[src/hw/rtl/wstq_pkg.sv]
// Shared types and constants for the work-stealing task queue block.
// Request and result structs, request classes and status codes.
// No dependencies.
package wstq_pkg;

  localparam int unsigned DATA_W  = 64;
  localparam int unsigned WID_W   = 2;
  localparam int unsigned THR_W   = 11;
  localparam logic [THR_W-1:0] THR_RESET = 11'd4;

  localparam logic KIND_PUSH = 1'b0;
  localparam logic KIND_TAKE = 1'b1;

  typedef enum logic [2:0] {
    ST_PUSHED   = 3'd0,
    ST_POPPED   = 3'd1,
    ST_STOLEN   = 3'd2,
    ST_NONE     = 3'd3,
    ST_OVERFLOW = 3'd4
  } wstq_status_e;

  typedef enum logic [1:0] {
    OP_PUSH,
    OP_TAKE,
    OP_DROP
  } wstq_op_e;

  typedef struct packed {
    logic              kind;
    logic [WID_W-1:0]  worker_id;
    logic [DATA_W-1:0] payload;
  } wstq_req_t;

  typedef struct packed {
    wstq_status_e      status;
    logic [DATA_W-1:0] task_word;
    logic [WID_W-1:0]  source_worker;
    logic              fast_mode;
  } wstq_rsp_t;

  // Classified request as held in the front-to-back queue
  typedef struct packed {
    wstq_op_e          op;
    logic [WID_W-1:0]  worker_id;
    logic [DATA_W-1:0] payload;
  } wstq_cmd_t;

endpackage

[src/hw/rtl/wstq_front.sv]
// Front end: takes requests, classifies them and buffers them in a
// two-entry queue towards the back end. Depends on wstq_pkg.
module wstq_front import wstq_pkg::*; #(
  parameter int unsigned NUM_WORKERS  = 4,
  parameter int unsigned PAYLOAD_BITS = 64
) (
  input  logic      clk_i,
  input  logic      rst_ni,
  input  logic      start_i,
  input  wstq_req_t req_i,
  output logic      busy_o,
  output logic      head_valid_o,
  output wstq_cmd_t head_o,
  input  logic      pop_i
);

  localparam logic [DATA_W-1:0] PMASK = {DATA_W{1'b1}} >> (DATA_W - PAYLOAD_BITS);

  wstq_cmd_t  cmd_q [2];
  wstq_cmd_t  cmd_in;
  logic       wr_ptr_q, rd_ptr_q;
  logic [1:0] cnt_q;
  logic       push;

  assign busy_o       = (cnt_q == 2'd2);
  assign head_valid_o = (cnt_q != 2'd0);
  assign head_o       = cmd_q[rd_ptr_q];
  assign push         = start_i && !busy_o;

  always_comb begin
    cmd_in.worker_id = req_i.worker_id;
    cmd_in.payload   = req_i.payload & PMASK;
    if ({30'b0, req_i.worker_id} >= 32'(NUM_WORKERS)) begin
      cmd_in.op = OP_DROP;
    end else if (req_i.kind == KIND_TAKE) begin
      cmd_in.op = OP_TAKE;
    end else begin
      cmd_in.op = OP_PUSH;
    end
  end

  always_ff @(posedge clk_i or negedge rst_ni) begin
    if (!rst_ni) begin
      wr_ptr_q <= 1'b0;
      rd_ptr_q <= 1'b0;
      cnt_q    <= 2'd0;
    end else begin
      if (push) begin
        wr_ptr_q <= ~wr_ptr_q;
      end
      if (pop_i) begin
        rd_ptr_q <= ~rd_ptr_q;
      end
      if (push && !pop_i) begin
        cnt_q <= cnt_q + 2'd1;
      end else if (pop_i && !push) begin
        cnt_q <= cnt_q - 2'd1;
      end
    end
  end

  always_ff @(posedge clk_i) begin
    if (push) begin
      cmd_q[wr_ptr_q] <= cmd_in;
    end
  end

endmodule

[config.mk]
export PLATFORM = sky130hd
export DESIGN_NAME = wstq_front
export DESIGN_NICKNAME = d
export VERILOG_FILES = /design/src/hw/rtl/wstq_pkg.sv /design/src/hw/rtl/wstq_front.sv
export SDC_FILE = /design/constraint.sdc
export NUM_CORES = 1
export LEC_CHECK = 0
export ABC_CLOCK_PERIOD_IN_PS = 7100
export BUFFER_PORTS_ARGS = -buffer_cell sky130_fd_sc_hd__buf_2
export CORE_MARGIN = 2
export CORE_UTILIZATION = 45
export CTS_CLUSTER_DIAMETER = 30
export DETAILED_ROUTE_END_ITERATION = 10
export PLACE_DENSITY = 0.74
export SLEW_MARGIN = 0
export SYNTH_ARGS = -nofsm -noshare
export SYNTH_HDL_FRONTEND = slang
export SYNTH_SLANG_ARGS = --single-unit
[constraint.sdc]
create_clock -name clk_i -period 7.1 [get_ports clk_i]
set_input_delay 1.065 -clock clk_i [delete_from_list [all_inputs] [get_ports clk_i]]
set_output_delay 1.065 -clock clk_i [all_outputs]
set_load 0.005 [all_outputs]
## Word level (Yosys, flattened, before mapping)

Memory sizes are Yosys's and may differ from the RTL's.
Index checks and enable logic that the tools add are counted.

| cells by class | value |
|---|---|
| add/sub/neg operators | 2 |
| multipliers | 0 |
| divide/modulo/power cells | 0 |
| order comparisons | 0 |
| eq/ne operators | 1 |
| shift operators | 0 |
| mux-type cells | 5 |
| bitwise operators | 2 |
| reductions and logical operators | 8 |

Operator list:

| operator | count |
|---|---|
| two-way mux 2 bit | 2 |
| nonzero test 2 bit | 2 |
| logical AND 1 bit | 3 |
| logical NOT 1 bit | 3 |
| two-way mux 1 bit | 3 |
| adder 2 x 1 -> 2 bit, second input constant | 1 |
| equality test 2 bit, second input constant | 1 |
| inverter 1 bit | 2 |
| subtractor 2 x 1 -> 2 bit, second input constant | 1 |

| storage, ports and cells | value |
|---|---|
| flip-flop bits (word level) | 4 |
| bits in latches | 0 |
| memory bits (writable) | 134 |
| ROM bits | 0 |
| word-level logic and storage cells | 22 |
| memories | 1 |

Memory list:

| memory | depth | width | rd ports | clocked after Yosys merged registers in | write ports | RTL line | RTL |
|---|---|---|---|---|---|---|---|
| cmd_q | 2 | 67 | 1 | 0 | 1 | wstq_front.sv:19 | `wstq_cmd_t cmd_q [2];` |

## Depth between registers and ports, before layout

Gate-level depths: netlist of run 1.

| depth | value |
|---|---|
| depth in word-level cells | 7 |
| mapped depth | 7 |
| gate-level depth less buffers | 7 |

## Worst setup path before layout of run 1

OpenSTA, ideal clock, no wires.

| timing path | value |
|---|---|
| kind | input to register |
| from | in start_i |
| to | mem cmd_q[0][0] in the netlist's numbering (enable) |
| library setup time | 492 ps |
| data arrival time | 3954 ps |
| data required time | 6608 ps |
| path slack | 2654 ps |
| cell stages on the path | 2 |
| path buffers | 0 |
| cells stage by stage | nand2_1 nor2_1 |

| on the way | value |
|---|---|
| cells in the longest elaborated chain, start to end | 3 |

RTL lines:

| item | RTL line | RTL |
|---|---|---|
| start: declaration | wstq_front.sv:9 | `input logic start_i,` |
| logical AND 1 bit | wstq_front.sv:28 | `assign push = start_i && !busy_o;` |
| two-way mux 1 bit | wstq_front.sv:63 | `if (push) begin` |
| two-way mux 1 bit (not written as such) | wstq_front.sv:64 | `cmd_q[wr_ptr_q] <= cmd_in;` |
| end: declaration | wstq_front.sv:19 |  |

Every way passes these cells.

==> key figures, run 1 <==
Logic synthesis
  • Synth top area share: 78.4%
  • Count leader, synth: edfxtp_1
  • Synthesized flop and latch total: 138
  • Mapped Avg Cell Area: 22.3 µm²
  • Post-synthesis mux area share: 16.2%
  • Yosys warns: 0
  • Largest area contributor in the netlist: edfxtp_1
  • Simple-gate share of the synthesized area: 0.585%
  • EDFF count, synth: 134
  • Synth area leaders: edfxtp_1 78%, mux2_2 10%, mux2_4 5.8%
  • Register area share after synthesis: 80.3%
  • Synth Area in Compound Gates: 0%
  • Largest family of logic cells by synthesized area: multiplexers
  • Netlist Area Pre-Place: 5130 µm²
  • Post-Syn Instances: 230
  • Top_reg_cell synth: edfxtp_1
  • Share of synthesized registers carrying an async set or reset: 2.90%
  • Synth Area in Adders: 0.244%
  • Unique masters post-synth: 18
  • Synthesized net count: 302
  • Synth cell count leaders: 134 x edfxtp_1, 47 x mux2_2, 20 x mux2_4
  • Xor/xnor cell area share of the yosys netlist: 0.853%

Detailed routing
  • Post-route ant nets: 0
  • Drt pass-1 iters: 4
  • Average wire per standard cell: 15.9 µm
  • Via Count: 2573
  • Detailed router's first-iteration violation count: 93
  • # DRC: 0
  • WL final: 8.55 mm
  • Detailed-route vias per instance: 4.80

GRT
  • Largest net degree at the start of global routing: 69
  • Overflow left after global routing: 0
  • Vias in the first global route: 2755
  • Antenna violations before repair: 0
  • Tot GR Track Use: 14.4%
  • First-pass GRT wire length: 13.4 mm

Timing
  • Setup_tns: 0 ns
  • RSZ-0062 raised after global routing: no
  • Slew headroom: 31.9%
  • Period utilisation layout: 44.8%
  • Pin slew with the least headroom to its limit: 1.02 ns
  • Fmax: 314 MHz
  • Setup violators final: 0
  • Clk_skew: 0.00497 ns
  • Fin. max-slew vios: 0
  • Final hold vios: 0
  • Min cycle time layout: 3.18 ns

Clock tree
  • Worst skew pair latency: 0.40 ns
  • CTS buffer count: 17
  • Clock H-tree levels: 4
  • Root Buffer: clkbuf_16
  • Sink Count: 138
  • Max clock buf depth: 2
  • CTS tree: built
  • CTS resizes: 0
  • Total setup buffers inserted after CTS: 0
  • Reg clk slew, reported paths: 0.05 ns
  • Hold_buf cts: 0

Power and ir drop
  • NetSw: 0.679 mW
  • Comb pwr share: 22.3%
  • Power Density: 423 nW/µm²
  • Clock power share: 32.8%
  • Leak pwr: 2.56 nW
  • Peak supply drop: 0.000339 V
  • Seq pwr share: 44.9%
  • Int Pwr: 2.10 mW
  • Switching part of the total: 24.5%

Placement
  • Post-DP HPWL: 5.35 mm
  • PortBufs: 139
  • Final GP Congestion: 0.705

Critical path
  • Reg-to-Reg Start: cnt_q[0]
  • CP Launch Type: flip-flop
  • Reg2reg setup slack: 4.85 ns
  • Critical Path RT: 6.03 ns
  • CP max FO: 68
  • Critical Path Sink Type: primary output
  • R2R depth: 4
  • Critical path arrival: 2.12 ns
  • FF-to-FF End: cmd_q[0][23]
  • Crit Path Class: reg -> out

Die
  • Die width: 111 µm
  • I/O pins: 141
  • Core ar.: 11300 µm²
  • Die area: 12300 µm²
  • Row count: 39
  • Initial core utilization: 45.6%
  • Die height: 111 µm

Cells and area
  • Post-layout util: 58.3%
  • Fill cells: 862
  • Layout cells sized above 1: 59.8%
  • Layout overhead on the synthesized area: 27.9%
  • Final layout net count: 452
  • N_diodes: 0

Flow run
  • MaxCap Viol Count: 0

Min path
  • Tightest Hold Check Type: in -> async

Status
  • Status: completed
[per-layer routing]
layer	vias up	share of wire, %	GRT usage (%)
met3	7	6.8	6.23
met1	1266	41	16.6
li1	1203	-	-
met5	-	0	0
met4	0	1.1	5.83
met2	97	51	23.7
[sequential cells by signal, indices dropped and copies added, names as in the netlist]
signal,count
cmd_q,134
cnt_q,2
wr_ptr_q,1
rd_ptr_q,1
[cell usage in the layout (no fill, tap or decap), drive strengths merged, types with 2 or more instances in the layout]
| cell | instances |
|---|---|
| inv | 3 |
| xnor2 | 2 |
| xor2 | 3 |
| clkinv | 6 |
| buf | 140 |
| bufinv | 5 |
| dfrtp | 4 |
| edfxtp | 134 |
| nor2 | 2 |
| clkbuf | 21 |
| mux2 | 67 |
[critical path: stages (launching register included)]
cell and delay, ns:
dfrtp_4 1.09, mux2_2 0.45, buf_2 0.13
[logic make-up after synthesis]
logic type / after synthesis
XOR/XNOR: 5
adder cells (fa/ha/maj): 1
buffers and inverters: 12
flip-flops: 138
multiplexers: 67
other: 1
AND/OR/NAND/NOR: 6
[power groups by stage]
stage / clock network, mW / logic (mW) / registers (mW)
2_1_floorplan: 0 / 0.475 / 1.18
3_3_place_gp: 0 / 0.626 / 1.26
3_5_place_dp: 0 / 0.633 / 1.27
4_1_cts: 0.932 / 0.636 / 1.25
5_1_grt: 0.968 / 0.672 / 1.27
6_report: 0.910 / 0.620 / 1.25
[worst max-delay path by stage]
| stage | slack, ns | endpoint | cells after the start | from |
|---|---|---|---|---|
| after global routing | 3.80 | head_o[66] | 2 | rd_ptr_q |
| after global placement | 4.31 | cmd_q[0][6] | 4 | start_i |
| after CTS | 3.89 | head_o[66] | 2 | rd_ptr_q |
| after floorplan | 2.65 | cmd_q[0][0] | 2 | start_i |
| final | 3.92 | head_o[66] | 2 | rd_ptr_q |
| after detailed placement | 4.25 | cmd_q[0][37] | 4 | start_i |
[area by class of cell]
type	count	area (µm²)	share of cell area, %
flip-flops and latches	138	4130	62.8
multi-input cells	80	932	14.2
repair buffers	140	703	10.7
clock buffers	21	440	6.70
well taps	143	179	2.72
clock inverters	11	175	2.67
inverters	3	11.3	0.171
[per-stage QoR]
| step | setup slack (ns) | area, µm² | total power [mW] | hold WS (ns) | instances |
|---|---|---|---|---|---|
| 5_1_grt | 3.80 | 6570 | 2.91 | 0.446 | 536 |
| 6_report | 3.92 | 6570 | 2.78 | 0.468 | 536 |
| 4_1_cts | 3.89 | 6570 | 2.82 | 0.445 | 536 |
| 3_5_place_dp | 4.25 | 5950 | 1.90 | 0.478 | 504 |
| 2_1_floorplan | 2.65 | 5130 | 1.65 | 0.456 | 230 |
| 3_3_place_gp | 4.31 | 5950 | 1.88 | 0.469 | 504 |
No activity file was read; power rests on OpenSTA's default activity.
==> inputs of run 2 (changes only) <==
Settings changed: ABC_CLOCK_PERIOD_IN_PS 7100 to 3100.
Clock period 7.1 ns to 3.1 ns, I/O delays scaled along.
==> run 2 against run 1 <==
  * Flip-flop and latch count is the same
  * Sequential power is 120% higher
  * Final cell count increased by 0.56%
  * Hold slack got worse by 0.23 ns
  * Critical endpoint is now head_o[19]
  * Largest power group unchanged
  * Highest routed layer unchanged
==> key figures, run 2 (same netlist as run 1, synthesis figures left out) <==
Clock tree
  • Root Buffer: clkbuf_16 (unchanged)
  • Clock H-tree levels: 4 (unchanged)
  • Max clock buf depth: 2 (unchanged)
  • CTS buffer count: 17 (unchanged)
  • Reg clk slew, reported paths: 0.06 ns (was 0.05 ns)
  • Sink Count: 138 (unchanged)
  • Total setup buffers inserted after CTS: 0 (unchanged)
  • CTS tree: built (unchanged)
  • Worst skew pair latency: 0.41 ns (was 0.40 ns)

Die
  • Die area: 12300 µm² (unchanged)
  • Initial core utilization: 45.6% (unchanged)
  • Row count: 39 (unchanged)
  • Die width: 111 µm (unchanged)
  • I/O pins: 141 (unchanged)
  • Core ar.: 11300 µm² (unchanged)
  • Die height: 111 µm (unchanged)

Status
  • Status: completed (unchanged)

Min path
  • Tightest Hold Check Type: in -> reg (was in -> async)
  • Hold wc startpoint: req_i[7]

GRT
  • First-pass GRT wire length: 13.6 mm (was 13.4 mm)
  • Antenna violations before repair: 0 (unchanged)
  • Vias in the first global route: 2792 (was 2755)
  • Tot GR Track Use: 14.8% (was 14.4%)
  • Largest net degree at the start of global routing: 68 (was 69)
  • Overflow left after global routing: 0 (unchanged)

Detailed routing
  • Post-route ant nets: 0 (unchanged)
  • Detailed router's first-iteration violation count: 91 (was 93)
  • Drt pass-1 iters: 4 (unchanged)
  • Average wire per standard cell: 16.1 µm (was 15.9 µm)
  • WL final: 8.69 mm (was 8.55 mm)
  • # DRC: 0 (unchanged)
  • Detailed-route vias per instance: 4.75 (was 4.80)
  • Via Count: 2561 (was 2573)

Timing
  • Pin slew with the least headroom to its limit: 0.931 ns (was 1.02 ns)
  • Setup violators final: 0 (unchanged)
  • Fmax: 411 MHz
  • Period utilisation layout: 78.5%
  • Fin worst setup slack: 0.667 ns (was 3.92 ns)
  • Final hold vios: 0 (unchanged)
  • Slew headroom: 37.9% (was 31.9%)
  • Clk_skew: 0.0113 ns (was 0.00497 ns)
  • RSZ-0062 raised after global routing: no (unchanged)
  • Hold WS: 0.235 ns (was 0.468 ns)
  • Setup_tns: 0 ns (unchanged)
  • Min cycle time layout: 2.43 ns
  • Fin. max-slew vios: 0 (unchanged)

Cells and area
  • Most frequent cells in the layout: 139 x buf_2, 134 x edfxtp_1, 47 x mux2_2, 20 x mux2_4, 17 x clkbuf_16 (unchanged)
  • Max reg flops: 134 (unchanged)
  • Final layout net count: 455 (was 452)
  • Top reg by flops: cmd_q (unchanged)
  • N_diodes: 0 (unchanged)
  • Largest regs: cmd_q x134, cnt_q x2 (unchanged)
  • Post-layout util: 58.8% (was 58.3%)
  • Layout overhead on the synthesized area: 29.1% (was 27.9%)
  • Commonest non-fill, non-tap cell in the layout: buf_2 (unchanged)
  • Layout cells sized above 1: 61.9% (was 59.8%)
  • Finished Layout Cells: 539 (was 536)

Critical path
  • Critical path arrival: 1.97 ns (was 2.12 ns)
  • Critical Path RT: 2.63 ns (was 6.03 ns)
  • Critical Path Source: rd_ptr_q (unchanged)
  • Critical Path Sink Type: primary output (unchanged)
  • CP Launch Type: flip-flop (unchanged)
  • Reg-to-Reg Start: cnt_q[0] (unchanged)
  • Crit Path Class: reg -> out (unchanged)
  • CP max FO: 35 (was 68)

Power and ir drop
  • Power Density: 970 nW/µm² (was 423 nW/µm²)
  • Peak supply drop: 0.000511 V (was 0.000339 V)
  • Leak pwr: 2.58 nW (was 2.56 nW)

Placement
  • Final GP Congestion: 0.683 (was 0.705)
  • Inst Count DP: 506 (was 504)
  • PortBufs: 139 (unchanged)
  • Post-DP HPWL: 5.62 mm (was 5.35 mm)
  • Pre-CTS setup slack: 1.06 ns (was 4.25 ns)

Flow run
  • MaxCap Viol Count: 0 (unchanged)
==> run 2: area by class of cell <==
cell class,instances,area [µm²]
timing repair buffer,143,741
multi-input combinational,80,932
tap,143,179
sequential,138,4130
fill,872,4640
clock buffer,17,425
inverter,3,11.3
clock inverter,15,213
==> run 2: timing repair <==
item	in CTS	in global routing
gates resized for setup	0	0
endpoints found under the hold margin	4	0
hold buffers	1	0
==> run 2: worst paths after layout <==
path | to | slack, ns | cells after the start
max | head_o[19] | 0.67 | 3
min | cmd_q[1][7] | 0.24 | 1
max reg2reg | cmd_q[1][15] | 1.27 | 2
min reg2reg | cnt_q[1] | 0.51 | 1
max in group asynchronous | rd_ptr_q | 2.55 | 2
min in group asynchronous | wr_ptr_q | 0.41 | 2
==> run 2: worst max-delay path, cell delays in order (launching register included) <==
cell	delay [ns]
dfrtp_4	0.73
buf_12	0.31
mux2_2	0.38
buf_2	0.13
==> run 2: through the flow <==
stage / power (mW) / instance area [µm²]
finish: 6.43 / 6630
global route: 6.75 / 6630
CTS: 6.53 / 6630
detailed placement: 4.38 / 5980
global placement: 4.33 / 5980
floorplan: 3.77 / 5140
==> run 2: where the power goes <==
group | leakage, nW | total [mW] | switching [mW] | internal (mW)
registers | 1.29 | 2.76 | 0.197 | 2.56
clock network | 0.301 | 2.14 | 0.779 | 1.36
logic | 0.986 | 1.54 | 0.690 | 0.847
==> run 2: metal layers <==
| metal | GRT usage, % | wire, µm |
|---|---|---|
| met5 | 0 | 0 |
| met4 | 6.17 | 107 |
| met3 | 7.22 | 655 |
| met2 | 25.8 | 4650 |
| met1 | 15.0 | 3270 |
